File: src/hdl/cpl_pkg.sv
package cpl_pkg;

    localparam int CPL_COORD_WIDTH = 32;
    // width of one operand slice in the multipliers
    localparam int CPL_MUL_CHUNK = 32;

    typedef struct packed {
        logic par;
        logic deg;
    } cpl_flags_t;

    function automatic int cpl_chunks(input int w);
        return (w + CPL_MUL_CHUNK - 1) / CPL_MUL_CHUNK;
    endfunction

    function automatic int cpl_mul_lat(input int wa, input int wb);
        return cpl_chunks(wa) * cpl_chunks(wb) + 2;
    endfunction

    function automatic int cpl_div_lat(input int qw);
        return qw + 3;
    endfunction

endpackage

File: src/hdl/cpl_mul.sv
module cpl_mul #(
    parameter int A_WIDTH = 32,
    parameter int B_WIDTH = 32
) (
    input  logic                              clk,
    input  logic                              en,
    input  logic signed [A_WIDTH-1:0]         a,
    input  logic signed [B_WIDTH-1:0]         b,
    output logic signed [A_WIDTH+B_WIDTH-1:0] p
);

    import cpl_pkg::*;

    localparam int C  = CPL_MUL_CHUNK;
    localparam int NA = cpl_chunks(A_WIDTH);
    localparam int NB = cpl_chunks(B_WIDTH);
    localparam int K  = NA * NB;
    localparam int AW = NA * C;
    localparam int BW = NB * C;
    localparam int PW = A_WIDTH + B_WIDTH;
    localparam int XW = AW + BW;

    logic [A_WIDTH-1:0] a_u, abs_a;
    logic [B_WIDTH-1:0] b_u, abs_b;

    logic [AW-1:0] ua_reg  [K+1];
    logic [BW-1:0] ub_reg  [K+1];
    logic [PW-1:0] acc_reg [K+1];
    logic          neg_reg [K+1];
    logic signed [PW-1:0] p_reg;

    assign a_u   = a;
    assign b_u   = b;
    assign abs_a = a_u[A_WIDTH-1] ? (~a_u + 1'b1) : a_u;
    assign abs_b = b_u[B_WIDTH-1] ? (~b_u + 1'b1) : b_u;

    always_ff @(posedge clk)
    begin
        if (en)
        begin
            ua_reg[0]  <= AW'(abs_a);
            ub_reg[0]  <= BW'(abs_b);
            acc_reg[0] <= '0;
            neg_reg[0] <= a_u[A_WIDTH-1] ^ b_u[B_WIDTH-1];
        end
    end

    // one slice pair per stage, accumulated on magnitudes
    for (genvar k = 0; k < K; k++)
    begin : g_pp
        localparam int I = k / NB;
        localparam int J = k % NB;
        logic [2*C-1:0] pp;
        logic [XW-1:0]  term;

        assign pp   = ua_reg[k][I*C +: C] * ub_reg[k][J*C +: C];
        assign term = XW'(pp) << ((I + J) * C);

        always_ff @(posedge clk)
        begin
            if (en)
            begin
                ua_reg[k+1]  <= ua_reg[k];
                ub_reg[k+1]  <= ub_reg[k];
                neg_reg[k+1] <= neg_reg[k];
                acc_reg[k+1] <= acc_reg[k] + term[PW-1:0];
            end
        end
    end

    always_ff @(posedge clk)
    begin
        if (en)
        begin
            p_reg <= neg_reg[K] ? (~acc_reg[K] + 1'b1) : acc_reg[K];
        end
    end

    assign p = p_reg;

endmodule

File: config.mk
export PLATFORM = sky130hd
export DESIGN_NAME = cpl_mul
export DESIGN_NICKNAME = d
export VERILOG_FILES = /design/src/hdl/cpl_pkg.sv /design/src/hdl/cpl_mul.sv
export SDC_FILE = /design/constraint.sdc
export NUM_CORES = 2
export LEC_CHECK = 0
export ABC_AREA = 0
export BUFFER_PORTS_ARGS = -buffer_cell sky130_fd_sc_hd__buf_4
export CAP_MARGIN = 20
export CORE_ASPECT_RATIO = 1.75
export CORE_MARGIN = 3
export CORE_UTILIZATION = 33
export CTS_BUF_LIST = sky130_fd_sc_hd__clkbuf_2 sky130_fd_sc_hd__clkbuf_4 sky130_fd_sc_hd__clkbuf_8
export CTS_CLUSTER_DIAMETER = 200
export DETAILED_ROUTE_END_ITERATION = 6
export PLACE_DENSITY = 0.54
export SKIP_LAST_GASP = 1
export SYNTH_ARGS = -nofsm -noshare
export SYNTH_HDL_FRONTEND = slang
export SYNTH_SLANG_ARGS = --single-unit
File: constraint.sdc
create_clock -name clk -period 9.3 [get_ports clk]
set_input_delay 0.93 -clock clk [delete_from_list [all_inputs] [get_ports clk]]
set_output_delay 0.93 -clock clk [all_outputs]
set_load 0.03 [all_outputs]
==> run metrics <==
outcome complete, no violations; cts repair resizes 0; post-synth net total 5,481; synthesis-stage register bit count 194; DRT iter0 DRCs 1,523; H-tree depth 4; sequential fraction of the synthesis area 14.0%; CP Capture Type register; clk slew on worst S/H paths 0.15 ns; crit-path max FO 25; final setup fails 0; fmax 112 MHz; r2r endpoint acc_reg[0][124]$_DFFE_PP_; R2R depth 27; Final Util 36.2%; area grow syn2layout 8.54%; GRT Total Usage 19.8%; Die W 275 um; first-pass GRT wire length 192,000 um; Arr. time, crit path 9.27 ns; # fillers 12,600; Longest Clk Path Bufs 2; pre-CTS setup slack 0.257 ns; Final Cycle Share 95.8%; Routability Congestion 0.900; vias in the first global route 32,600; DRT Pass-1 Iters 5; ys flop type edfxtp_1; relative slew slack 24.8%; hold-critical path depth 1; Routed WL per cell 21.0 um; Warnings, synthesis 0; cts hold-fix bufs 0; max cap viols 0; gr ovfl total 0; Core Region 0.125 mm^2; Post-layout nets 5,511; cell area after synthesis 0.0416 mm^2; cell chosen for the clock root clkbuf_8; HPWL after DPL 102,000 um; Final Max Slew Viols 0; Reg-to-Reg Start ub_reg[0][9]$_DFFE_PP_; io pins 130; DRC 0; min-delay src a[0]; routed via count 28,900; TNS Setup 0 ns; Worst Hold End ua_reg[0][0]$_DFFE_PP_; initial core utilization 33.4%; R2R Setup Slk 0.39 ns; placed instance count 5,905; Yosys cell types 58; post-CTS setup buffer count 0; Non-Filler Instances 5,941; Port Buffer Count 129; pin slew with the least headroom to its limit 1.13 ns; hold crit path type input port to register; full die area 0.131 mm^2; final wirelength 125,000 um; Clock Skew 0.0381 ns; number of flops mapped to enable cells by yosys 194; fin worst setup slack 0.389 ns; via density per instance 4.86; mean post-synth cell area 9.79 um^2; clock latency on the worst-skew pair 0.64 ns; WS Path Type register to register; CTS Buf Count 17; total clock sinks 194; Gate Count Post-Synth 4,253; Critical Path RT 9.66 ns; RSZ-0062 raised after global routing false; Routed Antenna Nets 0; ys async rst share 0%; Cell Rows 171; Final min period 8.91 ns; Die Ht 476 um; largest net degree at the start of global routing 67; CTS tree built; worst setup path startpoint ub_reg[0][9]$_DFFE_PP_; initial antenna violation count 1; Final Hold Viols 0; layout cells sized above 1 6.91%; crit path launch type register
==> worst max-delay path by stage <==
stage	end	slack [ns]	depth (start not counted)
after global routing	acc_reg[0][124]$_DFFE_PP_	0.06	27
after floorplan	acc_reg[0][127]$_DFFE_PP_	1.91	27
after global placement	acc_reg[0][124]$_DFFE_PP_	0.35	26
after CTS	acc_reg[0][124]$_DFFE_PP_	0.23	26
final	acc_reg[0][124]$_DFFE_PP_	0.39	27
after detailed placement	acc_reg[0][124]$_DFFE_PP_	0.26	26
==> placed cells by master (no fill, tap or decap), types with 20 or more instances in the layout <==
cell      netlist  routed
nor2_1         42      42
o21ai_0        73      73
nand2_1       493     493
fa_1          896     896
edfxtp_1      194     194
xnor2_1       159     159
and2_1        635     635
or4_1          21      21
xor2_1         25      25
ha_1          266     266
buf_4           0     231
nand4_1        20      20
a21o_1         30      30
o31ai_1        29      29
a21oi_1        85      85
inv_1         871     871
==> layout make-up <==
cell class / count / area (um^2) / area share (%)
multi-input cells: 2959 / 31700 / 70.1
flip-flops and latches: 194 / 5830 / 12.9
inverters: 871 / 3270 / 7.23
well taps: 1643 / 2060 / 4.55
repair buffers: 240 / 1930 / 4.27
clock buffers: 20 / 256 / 0.567
clock inverters: 12 / 168 / 0.371
diodes: 2 / 5.00 / 0.0111
==> kinds of logic (layout without fill, tap and decap cells) <==
group	after synthesis	count (layout)	share of synthesized area [%]
AND/OR/NAND/NOR	1317	1317	16.7
adder cells (fa/ha/maj)	1162	1162	51.1
buffers and inverters	1100	1143	9.91
AO/OA/AOI/OAI	296	296	4.51
flip-flops	194	194	14.0
XOR/XNOR	184	184	3.87
other	0	2	0
==> through the flow <==
step	hold slack [ns]	cell area (um^2)
5_1_grt	0.458	45200
6_report	0.492	45200
3_3_place_gp	0.467	44700
2_1_floorplan	0.400	41600
4_1_cts	0.421	45100
3_5_place_dp	0.478	44700
==> cell usage after synthesis (2+ instances only) <==
library cell	instances	area [um^2]
o21ai_0	73	365
nor3_1	18	90.1
o41ai_1	18	158
a21boi_0	4	30.0
o31ai_1	29	218
or4_1	21	158
and2_1	635	3970
o221ai_1	3	26.3
a21bo_2	2	20.0
nand3b_1	2	15.0
edfxtp_1	194	5830
o21a_1	7	52.6
nand3_1	18	90.1
a21o_1	30	225
or2_2	10	62.6
a221o_1	2	20.0
nand4_1	20	125
a41oi_1	4	35.0
nor2b_1	4	25.0
inv_1	871	3270
a21oi_1	85	425
a211oi_1	4	30.0
nand2b_1	12	75.1
ha_1	266	3330
and3_1	9	56.3
or3_2	2	15.0
o211ai_1	3	22.5
nor4_1	5	31.3
a31oi_1	9	56.3
or3_1	13	81.3
nand2_1	493	1850
or4_4	2	22.5
nor4b_1	3	26.3
xor2_1	25	219
o21bai_1	12	90.1
clkbuf_1	229	860
nor2_1	42	158
fa_1	896	17900
xnor2_1	159	1390
==> routing by layer <==
layer | global-route usage (%) | wire length, um | part of all wire, % | vias to the layer above
li1 | - | - | - | 12800
met1 | 23.0 | 48700 | 39 | 15100
met2 | 36.4 | 65800 | 53 | 739
met3 | 2.23 | 5170 | 4.1 | 222
met4 | 8.38 | 5270 | 4.2 | 0
met5 | 0 | 0 | 0 | -
==> worst max-delay path: stages, from the launching register on <==
cell,delay [ns]
edfxtp_1,1.11
nand2_1,0.22
fa_1,0.44
inv_1,0.08
fa_1,0.43
fa_1,0.53
inv_1,0.06
fa_1,0.48
inv_1,0.06
fa_1,0.51
inv_1,0.06
fa_1,0.52
inv_1,0.05
fa_1,0.50
fa_1,0.45
ha_1,0.40
nand2_1,0.20
o21ai_0,0.26
a21oi_1,0.20
o21ai_0,0.12
a221oi_1,0.68
a21oi_1,0.18
buf_4,0.17
o21ai_0,0.34
o21ai_0,0.23
buf_4,0.19
nand4_1,0.09
a31oi_1,0.09
Power is left out: the tool's default activity adds up to more than one toggle a clock period on the data nets, which glitch-free logic cannot reach.
